===== src/sv/nls_pkg.sv =====
package nls_pkg;

  // Q2.30 and Q16.16 scaling
  localparam int unsigned Q30_FRAC = 30;
  localparam int unsigned V_FRAC   = 16;
  localparam logic [31:0] V_ONE    = 32'h0001_0000;
  localparam logic [31:0] V_TWO    = 32'h0002_0000;

  // Datapath widths
  localparam int unsigned MAG_W = 31;  // magnitudes up to 1.0 in Q2.30
  localparam int unsigned DVD_W = 62;  // widest dividend: (v - 1.0) << 30
  localparam int unsigned DVS_W = 32;  // widest divisor: v
  localparam int unsigned CNT_W = 16;
  localparam int unsigned TOL_W = 30;
  localparam int unsigned SUM_W = 36;
  localparam int unsigned STP_W = 6;

  // Divider step counts
  localparam logic [STP_W-1:0] STEPS_LONG  = STP_W'(DVD_W);
  localparam logic [STP_W-1:0] STEPS_SHORT = STP_W'(MAG_W);

  // Reset values of the configuration registers
  localparam logic [CNT_W-1:0] TERM_LIMIT_RST = 16'd9749;
  localparam logic [TOL_W-1:0] TOLERANCE_RST  = 30'd1360;

  // Register indexes
  localparam logic REG_TERM_LIMIT = 1'b0;
  localparam logic REG_TOLERANCE  = 1'b1;

  // Request to the serial divider
  typedef struct packed {
    logic              start;
    logic              long_div;
    logic [DVD_W-1:0]  dividend;
    logic [DVS_W-1:0]  divisor;
  } div_req_t;

  // Status back from the serial divider
  typedef struct packed {
    logic              busy;
    logic              done;
    logic [MAG_W-1:0]  quotient;
  } div_rsp_t;

endpackage


===== src/sv/nls_div.sv =====
module nls_div import nls_pkg::*; (
  input  logic     clk_i,
  input  logic     rst_ni,
  input  div_req_t req_i,
  output div_rsp_t rsp_o
);

  logic [DVS_W-1:0] rem_q, rem_d;
  logic [DVD_W-1:0] dvd_q, dvd_d;
  logic [DVS_W-1:0] dvs_q, dvs_d;
  logic [STP_W-1:0] cnt_q, cnt_d;
  logic             busy_q, busy_d;
  logic             done_q, done_d;

  logic [DVS_W:0]   rem_shift;
  logic [DVS_W+1:0] diff;
  logic             ge;

  // One restoring step: shift in the next dividend bit, try subtract
  assign rem_shift = {rem_q, dvd_q[DVD_W-1]};
  assign diff      = {1'b0, rem_shift} - {2'b00, dvs_q};
  assign ge        = ~diff[DVS_W+1];

  always_comb begin
    rem_d  = rem_q;
    dvd_d  = dvd_q;
    dvs_d  = dvs_q;
    cnt_d  = cnt_q;
    busy_d = busy_q;
    done_d = 1'b0;
    if (req_i.start) begin
      rem_d  = '0;
      dvd_d  = req_i.dividend;
      dvs_d  = req_i.divisor;
      cnt_d  = req_i.long_div ? STEPS_LONG : STEPS_SHORT;
      busy_d = 1'b1;
    end else if (busy_q) begin
      rem_d = ge ? diff[DVS_W-1:0] : rem_shift[DVS_W-1:0];
      dvd_d = {dvd_q[DVD_W-2:0], ge};
      cnt_d = cnt_q - STP_W'(1);
      if (cnt_q == STP_W'(1)) begin
        busy_d = 1'b0;
        done_d = 1'b1;
      end
    end
  end

  always_ff @(posedge clk_i or negedge rst_ni) begin
    if (!rst_ni) begin
      busy_q <= 1'b0;
      done_q <= 1'b0;
      cnt_q  <= '0;
    end else begin
      busy_q <= busy_d;
      done_q <= done_d;
      cnt_q  <= cnt_d;
    end
  end

  always_ff @(posedge clk_i) begin
    rem_q <= rem_d;
    dvd_q <= dvd_d;
    dvs_q <= dvs_d;
  end

  assign rsp_o.busy     = busy_q;
  assign rsp_o.done     = done_q;
  assign rsp_o.quotient = dvd_q[MAG_W-1:0];

`ifndef NO_ASSERTIONS
  // A finished division is never still counting
  a_done_idle: assert property (@(posedge clk_i) disable iff (!rst_ni)
    done_q |-> !busy_q) else $error("divider done while busy");

  // A started division runs at least one step
  a_start_busy: assert property (@(posedge clk_i) disable iff (!rst_ni)
    req_i.start |=> busy_q) else $error("divider did not start");

  // The step counter is spent exactly when the unit finishes
  a_done_cnt: assert property (@(posedge clk_i) disable iff (!rst_ni)
    (busy_q && !req_i.start && cnt_q == STP_W'(1)) |=> done_q)
    else $error("divider missed its last step");
`endif

endmodule


===== src/sv/natural_log_series.sv =====
// Channel     | Dir | Fields (low bit up)
// s_axis      | in  | tdata: value[31:0]
// m_axis      | out | tdata: ln_value[31:0], terms_used[47:32]; tuser: bad_input
// apb cfg     | in  | 0x0 term_limit[15:0], 0x4 tolerance[29:0]
//
// Each series term passes through one check, one multiply and a division in
// the shared bit-serial divider; when v > 2, the same divider first forms
// x = (1 - v) / v up front. The divider sets the rate.
// s_axis_tready_o is high only while the sequencer is idle.
// A finished result waits in the output register; a new item may be taken
// meanwhile. Reset restores the register defaults; no clearing pass.
module natural_log_series import nls_pkg::*; (
  input  logic        clk_i,
  input  logic        rst_ni,
  input  logic        s_axis_tvalid_i,
  output logic        s_axis_tready_o,
  input  logic [31:0] s_axis_tdata_i,   // value[31:0]
  output logic        m_axis_tvalid_o,
  input  logic        m_axis_tready_i,
  output logic [47:0] m_axis_tdata_o,   // ln_value[31:0], terms_used[47:32]
  output logic        m_axis_tuser_o,   // bad_input
  input  logic        psel,
  input  logic        penable,
  input  logic        pwrite,
  input  logic [2:0]  paddr,
  input  logic [31:0] pwdata,
  output logic [31:0] prdata,
  output logic        pready
);

  localparam logic [2:0] ST_IDLE  = 3'd0;
  localparam logic [2:0] ST_XDIV  = 3'd1;
  localparam logic [2:0] ST_CHECK = 3'd2;
  localparam logic [2:0] ST_MUL   = 3'd3;
  localparam logic [2:0] ST_TDIV  = 3'd4;
  localparam logic [2:0] ST_FIN   = 3'd5;

  logic [2:0]       state_q, state_d;
  logic [CNT_W-1:0] term_limit_q;
  logic [TOL_W-1:0] tolerance_q;

  logic [MAG_W-1:0] xmag_q, xmag_d;
  logic             xneg_q, xneg_d;
  logic [MAG_W-1:0] powmag_q, powmag_d;
  logic             powneg_q, powneg_d;
  logic [MAG_W-1:0] termmag_q, termmag_d;
  logic             termneg_q, termneg_d;
  logic             plus_q, plus_d;
  logic             invert_q, invert_d;
  logic             bad_q, bad_d;
  logic [CNT_W-1:0] count_q, count_d;
  logic signed [SUM_W-1:0] sum_q, sum_d;

  logic        out_valid_q, out_valid_d;
  logic [31:0] out_ln_q, out_ln_d;
  logic [CNT_W-1:0] out_cnt_q, out_cnt_d;
  logic        out_bad_q, out_bad_d;

  div_req_t div_req;
  div_rsp_t div_rsp;

  logic                    in_acc, cfg_wr, keep_going;
  logic [2*MAG_W-1:0]      prod;
  logic [31:0]             v;
  logic [31:0]             vdiff;
  logic signed [SUM_W-1:0] term_s, fin_s;
  logic [SUM_W-1:0]        fin_mag;
  logic [SUM_W-1:0]        fin_shr;
  logic [SUM_W-1:0]        fin_res;

  // Configuration port
  assign pready = 1'b1;
  assign cfg_wr = psel & penable & pwrite;

  always_ff @(posedge clk_i or negedge rst_ni) begin
    if (!rst_ni) begin
      term_limit_q <= TERM_LIMIT_RST;
      tolerance_q  <= TOLERANCE_RST;
    end else if (cfg_wr) begin
      case (paddr[2])
        REG_TERM_LIMIT: term_limit_q <= pwdata[CNT_W-1:0];
        REG_TOLERANCE:  tolerance_q  <= pwdata[TOL_W-1:0];
        default:        term_limit_q <= term_limit_q;
      endcase
    end
  end

  always_comb begin
    case (paddr[2])
      REG_TERM_LIMIT: prdata = {16'd0, term_limit_q};
      REG_TOLERANCE:  prdata = {2'd0, tolerance_q};
      default:        prdata = '0;
    endcase
  end

  // Shared units
  nls_div u_div (
    .clk_i  (clk_i),
    .rst_ni (rst_ni),
    .req_i  (div_req),
    .rsp_o  (div_rsp)
  );

  assign prod       = powmag_q * xmag_q;
  assign v          = s_axis_tdata_i;
  assign vdiff      = v - V_ONE;
  assign in_acc     = s_axis_tvalid_i & s_axis_tready_o;
  assign keep_going = (count_q < term_limit_q) && (termmag_q >= MAG_W'(tolerance_q));
  assign term_s     = termneg_q ? -SUM_W'(termmag_q) : SUM_W'(termmag_q);

  // Final scaling: Q2.30 to Q8.24, truncated toward zero
  assign fin_s   = invert_q ? -sum_q : sum_q;
  assign fin_mag = fin_s[SUM_W-1] ? SUM_W'(-fin_s) : SUM_W'(fin_s);
  assign fin_shr = fin_mag >> (Q30_FRAC - 24);
  assign fin_res = fin_s[SUM_W-1] ? -fin_shr : fin_shr;

  assign s_axis_tready_o = (state_q == ST_IDLE);

  // Sequencer
  always_comb begin
    state_d     = state_q;
    xmag_d      = xmag_q;
    xneg_d      = xneg_q;
    powmag_d    = powmag_q;
    powneg_d    = powneg_q;
    termmag_d   = termmag_q;
    termneg_d   = termneg_q;
    plus_d      = plus_q;
    invert_d    = invert_q;
    bad_d       = bad_q;
    count_d     = count_q;
    sum_d       = sum_q;
    out_valid_d = out_valid_q & ~m_axis_tready_i;
    out_ln_d    = out_ln_q;
    out_cnt_d   = out_cnt_q;
    out_bad_d   = out_bad_q;
    div_req     = '0;

    case (state_q)
      ST_IDLE: begin
        if (in_acc) begin
          count_d  = CNT_W'(1);
          sum_d    = '0;
          plus_d   = 1'b1;
          bad_d    = (v == 32'd0);
          invert_d = (v > V_TWO);
          if (v == 32'd0) begin
            state_d = ST_FIN;
          end else if (v > V_TWO) begin
            div_req.start    = 1'b1;
            div_req.long_div = 1'b1;
            div_req.dividend = {vdiff, 30'd0};
            div_req.divisor  = v;
            state_d          = ST_XDIV;
          end else begin
            if (v >= V_ONE) begin
              xmag_d = MAG_W'({vdiff[V_FRAC:0], 14'd0});
              xneg_d = 1'b0;
            end else begin
              xmag_d = MAG_W'({1'b0, V_ONE[V_FRAC-1:0] - v[V_FRAC-1:0], 14'd0}) |
                       (v[V_FRAC-1:0] == '0 ? MAG_W'(1) << Q30_FRAC : '0);
              xneg_d = 1'b1;
            end
            powmag_d  = xmag_d;
            powneg_d  = xneg_d;
            termmag_d = xmag_d;
            termneg_d = xneg_d;
            state_d   = ST_CHECK;
          end
        end
      end
      ST_XDIV: begin
        if (div_rsp.done) begin
          xmag_d    = div_rsp.quotient;
          xneg_d    = 1'b1;
          powmag_d  = div_rsp.quotient;
          powneg_d  = 1'b1;
          termmag_d = div_rsp.quotient;
          termneg_d = 1'b1;
          state_d   = ST_CHECK;
        end
      end
      ST_CHECK: begin
        if (keep_going) begin
          sum_d   = sum_q + term_s;
          count_d = count_q + CNT_W'(1);
          plus_d  = ~plus_q;
          state_d = ST_MUL;
        end else begin
          state_d = ST_FIN;
        end
      end
      ST_MUL: begin
        // Advance the power, then divide it by the term index
        powmag_d         = prod[Q30_FRAC +: MAG_W];
        powneg_d         = powneg_q ^ xneg_q;
        div_req.start    = 1'b1;
        div_req.long_div = 1'b0;
        div_req.dividend = {powmag_d, 31'd0};
        div_req.divisor  = DVS_W'(count_q);
        state_d          = ST_TDIV;
      end
      ST_TDIV: begin
        if (div_rsp.done) begin
          termmag_d = div_rsp.quotient;
          termneg_d = (powneg_q != ~plus_q) && (div_rsp.quotient != '0);
          state_d   = ST_CHECK;
        end
      end
      ST_FIN: begin
        // Hold until the output register is free
        if (!out_valid_q || m_axis_tready_i) begin
          out_valid_d = 1'b1;
          out_bad_d   = bad_q;
          out_ln_d    = bad_q ? 32'd0 : fin_res[31:0];
          out_cnt_d   = bad_q ? '0 : count_q;
          state_d     = ST_IDLE;
        end
      end
      default: state_d = ST_IDLE;
    endcase
  end

  always_ff @(posedge clk_i or negedge rst_ni) begin
    if (!rst_ni) begin
      state_q     <= ST_IDLE;
      out_valid_q <= 1'b0;
    end else begin
      state_q     <= state_d;
      out_valid_q <= out_valid_d;
    end
  end

  always_ff @(posedge clk_i) begin
    xmag_q    <= xmag_d;
    xneg_q    <= xneg_d;
    powmag_q  <= powmag_d;
    powneg_q  <= powneg_d;
    termmag_q <= termmag_d;
    termneg_q <= termneg_d;
    plus_q    <= plus_d;
    invert_q  <= invert_d;
    bad_q     <= bad_d;
    count_q   <= count_d;
    sum_q     <= sum_d;
    out_ln_q  <= out_ln_d;
    out_cnt_q <= out_cnt_d;
    out_bad_q <= out_bad_d;
  end

  assign m_axis_tvalid_o = out_valid_q;
  assign m_axis_tdata_o  = {out_cnt_q, out_ln_q};
  assign m_axis_tuser_o  = out_bad_q;

`ifndef NO_ASSERTIONS
  // An accepted item always leaves the idle state
  a_busy_after_acc: assert property (@(posedge clk_i) disable iff (!rst_ni)
    in_acc |=> state_q != ST_IDLE) else $error("item accepted but idle");

  // The divider only finishes while the sequencer waits on it
  a_div_owner: assert property (@(posedge clk_i) disable iff (!rst_ni)
    div_rsp.done |-> (state_q == ST_XDIV || state_q == ST_TDIV))
    else $error("divider result not awaited");

  // The multiply step always hands off to the divider
  a_mul_to_div: assert property (@(posedge clk_i) disable iff (!rst_ni)
    state_q == ST_MUL |=> (state_q == ST_TDIV && div_rsp.busy))
    else $error("term division not started");

  // A result is only loaded from the finish state
  a_out_load: assert property (@(posedge clk_i) disable iff (!rst_ni)
    $rose(out_valid_q) |-> $past(state_q) == ST_FIN)
    else $error("result loaded out of sequence");
`endif

endmodule

===== config.mk =====
export PLATFORM = sky130hd
export DESIGN_NAME = natural_log_series
export DESIGN_NICKNAME = d
export VERILOG_FILES = /design/src/sv/nls_pkg.sv /design/src/sv/nls_div.sv /design/src/sv/natural_log_series.sv
export SDC_FILE = /design/constraint.sdc
export NUM_CORES = 2
export LEC_CHECK = 0
export BUFFER_PORTS_ARGS = -buffer_cell sky130_fd_sc_hd__buf_2
export CAP_MARGIN = 10
export CORE_AREA = 2 2 351 353
export CTS_CLUSTER_DIAMETER = 40
export CTS_CLUSTER_SIZE = 40
export DETAILED_ROUTE_END_ITERATION = 10
export DIE_AREA = 0 0 353 355
export PLACE_DENSITY = 0.64
export SETUP_SLACK_MARGIN = 0.1
export SYNTH_ARGS = -nofsm -noshare
export SYNTH_HDL_FRONTEND = slang
export SYNTH_SLANG_ARGS = --single-unit

===== constraint.sdc =====
create_clock -name clk_i -period 7.5 [get_ports clk_i]
set_input_delay 1.875 -clock clk_i [delete_from_list [all_inputs] [get_ports clk_i]]
set_output_delay 1.875 -clock clk_i [all_outputs]
set_load 0.01 [all_outputs]

==> results.yml <==
outcome:
  run_status: "finished, violations left"
  failed_checks: "setup timing"
yosys:
  synth_area_per_cell_um2: 9.47
  synth_xor_area_share_pct: 3.96
  synthArstFlopShare_pct: 15.1
  ys_seq_area_share_pct: 20.2
  synthCells: 5723
  synth-edff-count: 294
  ys.flop_type: "edfxtp_1"
  synth_compound_area_share_pct: 8.60
  synth_cell_types: 94
  synth_top_family_by_area: "adder cells"
  synth_simple_gate_area_share_pct: 17.2
  yosys.area_share.adder_pct: 39.4
  yosys_warnings: 0
  synth-seq-cells: 384
  synthMuxAreaShare_pct: 1.95
  syn_area_um2: 54200
drt:
  drt_iter0_drc: 2662
  finalWirelength_um: 144000
  dr.pass1.iters: 6
  ant_nets: 0
  drc: 0
  num_vias: 41300
  post_drt_wl_per_cell_um: 18.8
  post_drt_via_cell_ratio: 5.38
floorplanning:
  core_um2: 121000
  fp-row-count: 128
  initial_core_util_pct: 44.7
  dieArea_um2: 125000
  die_w_um: 353
  ios: 158
  dieHeight_um: 355
place:
  io_buffers: 150
  post-dp-hpwl_um: 114000
  gp_congestion: 0.913
global_route:
  grt_max_degree: 68
  grt_pass1_vias: 42600
  track_usage_pct: 23.0
  grt_pass1_wl_um: 230000
  antenna_found_initial: 6
  gr-total-overflow: 0
worst_setup_path:
  cp.arrival_ps: 8130
  cp_slowest_stage_delay_ps: 560
  cp_max_fo: 5
  critPathRequiredTime_ps: 7810
  crit_slowest_cell: "fa_2"
  cp-start-kind: "flop"
  critical-path-top-delay-family: "adder cells"
  crit_buf_inv: 12
  critPathKind: "flop to flop"
  endpoint_kind: "flop"
timing:
  fin_setup_tns_ps: -7190
  slew_viol_final: 0
  fin_worst_skew_ps: 44.7
  period_share_pct: 104
  setup_viol: 43
  max_freq_mhz: 128
  setup_slack_ps: -313
  hold_viol_final: 0
  tightest_slew_ps: 1090
  rsz0062_at_grt: "true"
  min_period_ps: 7810
  relSlewSlack_pct: 27.2
clocking:
  ctsHtreeMaxLevel: 2
  cts_buffers: 49
  cts.clk_slew.worst_paths_ps: 70
  cts_root_buffer: "clkbuf_16"
  clk_latency_ps: 620
  cts.path.max_buffers: 3
  clock_sinks: 384
  cts_tree: "built"
finish:
  syn2layout_area_growth_pct: 14.8
  mostFrequentLayoutCells: "inv_1 (911), fa_1 (786), nand2_1 (616), and2_1 (533), ha_1 (341)"
  drive_gt1_share_pct: 15.9
  final_net_count: 7280
  layout_commonest_cell: "inv_1"
job:
  max-cap-violations: 0
min_path:
  hold_class: "flop to flop"
==> sequential cells by signal (all words and copies together), names as in the netlist, 6 cells and up <==
signal and count:
termmag_q 31, u_div.cnt_q 6, u_div.rem_q 32, out_ln_q 32, u_div.dvs_q 32, count_q 16, out_cnt_q 16, sum_q 36
tolerance_q 30, xmag_q 31, term_limit_q 16, u_div.dvd_q 62, powmag_q 31
==> worst reg2reg max path, delay by kind of cell (launching register included) <==
kind | cells | cell delay, ps
adders and majority gates | 9 | 3620
AOI/OAI and AO/OA | 11 | 1830
buffers and inverters | 12 | 1290
DFF | 1 | 380
xor gates and xnor gates | 1 | 290
and+or+nand+nor | 1 | 150
==> layer usage <==
metal / part of all wire, % / vias to the layer above / GRT usage, %
li1: - / 18800 / -
met1: 41 / 21000 / 29.9
met2: 50 / 1198 / 39.9
met3: 5.5 / 272 / 2.74
met4: 3.6 / 4 / 7.30
met5: 0.017 / - / 0
==> synth_stat cells (16+ instances only) <==
| cell | instances | share of area [%] |
|---|---|---|
| edfxtp_1 | 294 | 16 |
| mux2_2 | 51 | 1.1 |
| dfxtp_1 | 32 | 1.2 |
| clkbuf_1 | 282 | 2.0 |
| dfrtp_1 | 48 | 2.2 |
| nand4_1 | 27 | 0.31 |
| o31ai_1 | 31 | 0.43 |
| and2_1 | 557 | 6.4 |
| o21a_1 | 17 | 0.24 |
| and3_1 | 69 | 0.80 |
| nor2_1 | 260 | 1.8 |
| ha_1 | 368 | 8.5 |
| a21o_1 | 87 | 1.2 |
| o21bai_1 | 25 | 0.35 |
| nand3_1 | 52 | 0.48 |
| xnor2_1 | 155 | 2.5 |
| nor2b_1 | 32 | 0.37 |
| inv_1 | 940 | 6.5 |
| nor4_1 | 23 | 0.27 |
| fa_1 | 837 | 31 |
| nand2b_1 | 39 | 0.45 |
| a21oi_1 | 169 | 1.6 |
| a22o_1 | 16 | 0.26 |
| o41ai_1 | 18 | 0.29 |
| mux2i_1 | 48 | 0.89 |
| or3_1 | 32 | 0.37 |
| a31oi_1 | 28 | 0.32 |
| a211oi_1 | 18 | 0.25 |
| o21ai_0 | 158 | 1.5 |
| nor3_1 | 41 | 0.38 |
| xor2_1 | 88 | 1.4 |
| nand2_1 | 635 | 4.4 |
==> what timing repair did <==
item | CTS | global route
buffers inserted | 41 | 15
resized for setup | 250 | 86
gates cloned | 4 | 0
setup endpoints to repair | 62 | 62
pin swaps | 163 | 71
hold buffers | 0 | 0
==> stage by stage <==
step           std cells  instance area [um^2]  setup WS [ps]  hold WS (ps)  util (%)
2_1_floorplan       5724                 54200           93.2           424         -
3_3_place_gp        7517                 58600           -756           488      48.3
3_5_place_dp        7517                 58600           -785           495      48.3
4_1_cts             7651                 61700           -280           511      50.9
5_1_grt             7668                 62200           -526           520      51.3
6_report            7669                 62200           -313           512      51.3
==> cells by family (layout without fill, tap and decap cells) <==
logic type	count (synthesis)	count (layout)
fa+ha+maj	1205	1205
other cells	2	6
buf+inv	1246	1563
xor+xnor	244	244
simple gates	1842	1842
mux	99	99
compound gates	701	701
flops	384	384
==> path summary, 6_finish.rpt <==
check / start / end / slack [ps] / cells after the start
worst max register to register: xmag_q[5] / powmag_q[23] / -310 / 34
worst min-delay path: term_limit_q[6] / term_limit_q[6] / 510 / 1
worst max-delay path: xmag_q[5] / powmag_q[23] / -310 / 34
worst min register to register: term_limit_q[6] / term_limit_q[6] / 510 / 1
max in group asynchronous: rst_ni / tolerance_q[27] / 5530 / 2
min in group asynchronous: rst_ni / term_limit_q[6] / 1410 / 2
==> cell type report <==
cell class	count	area [um^2]
sequential	384	10900
multi-input combinational	4094	39800
inverter	941	3530
tap	1625	2030
fill	11200	59200
antenna	3	7.51
clock inverter	38	433
clock buffer	53	1270
timing repair buffer	531	4270
Power is not shown: default switching activity piles up to over one toggle a cycle in this logic, so the estimate is an artifact.
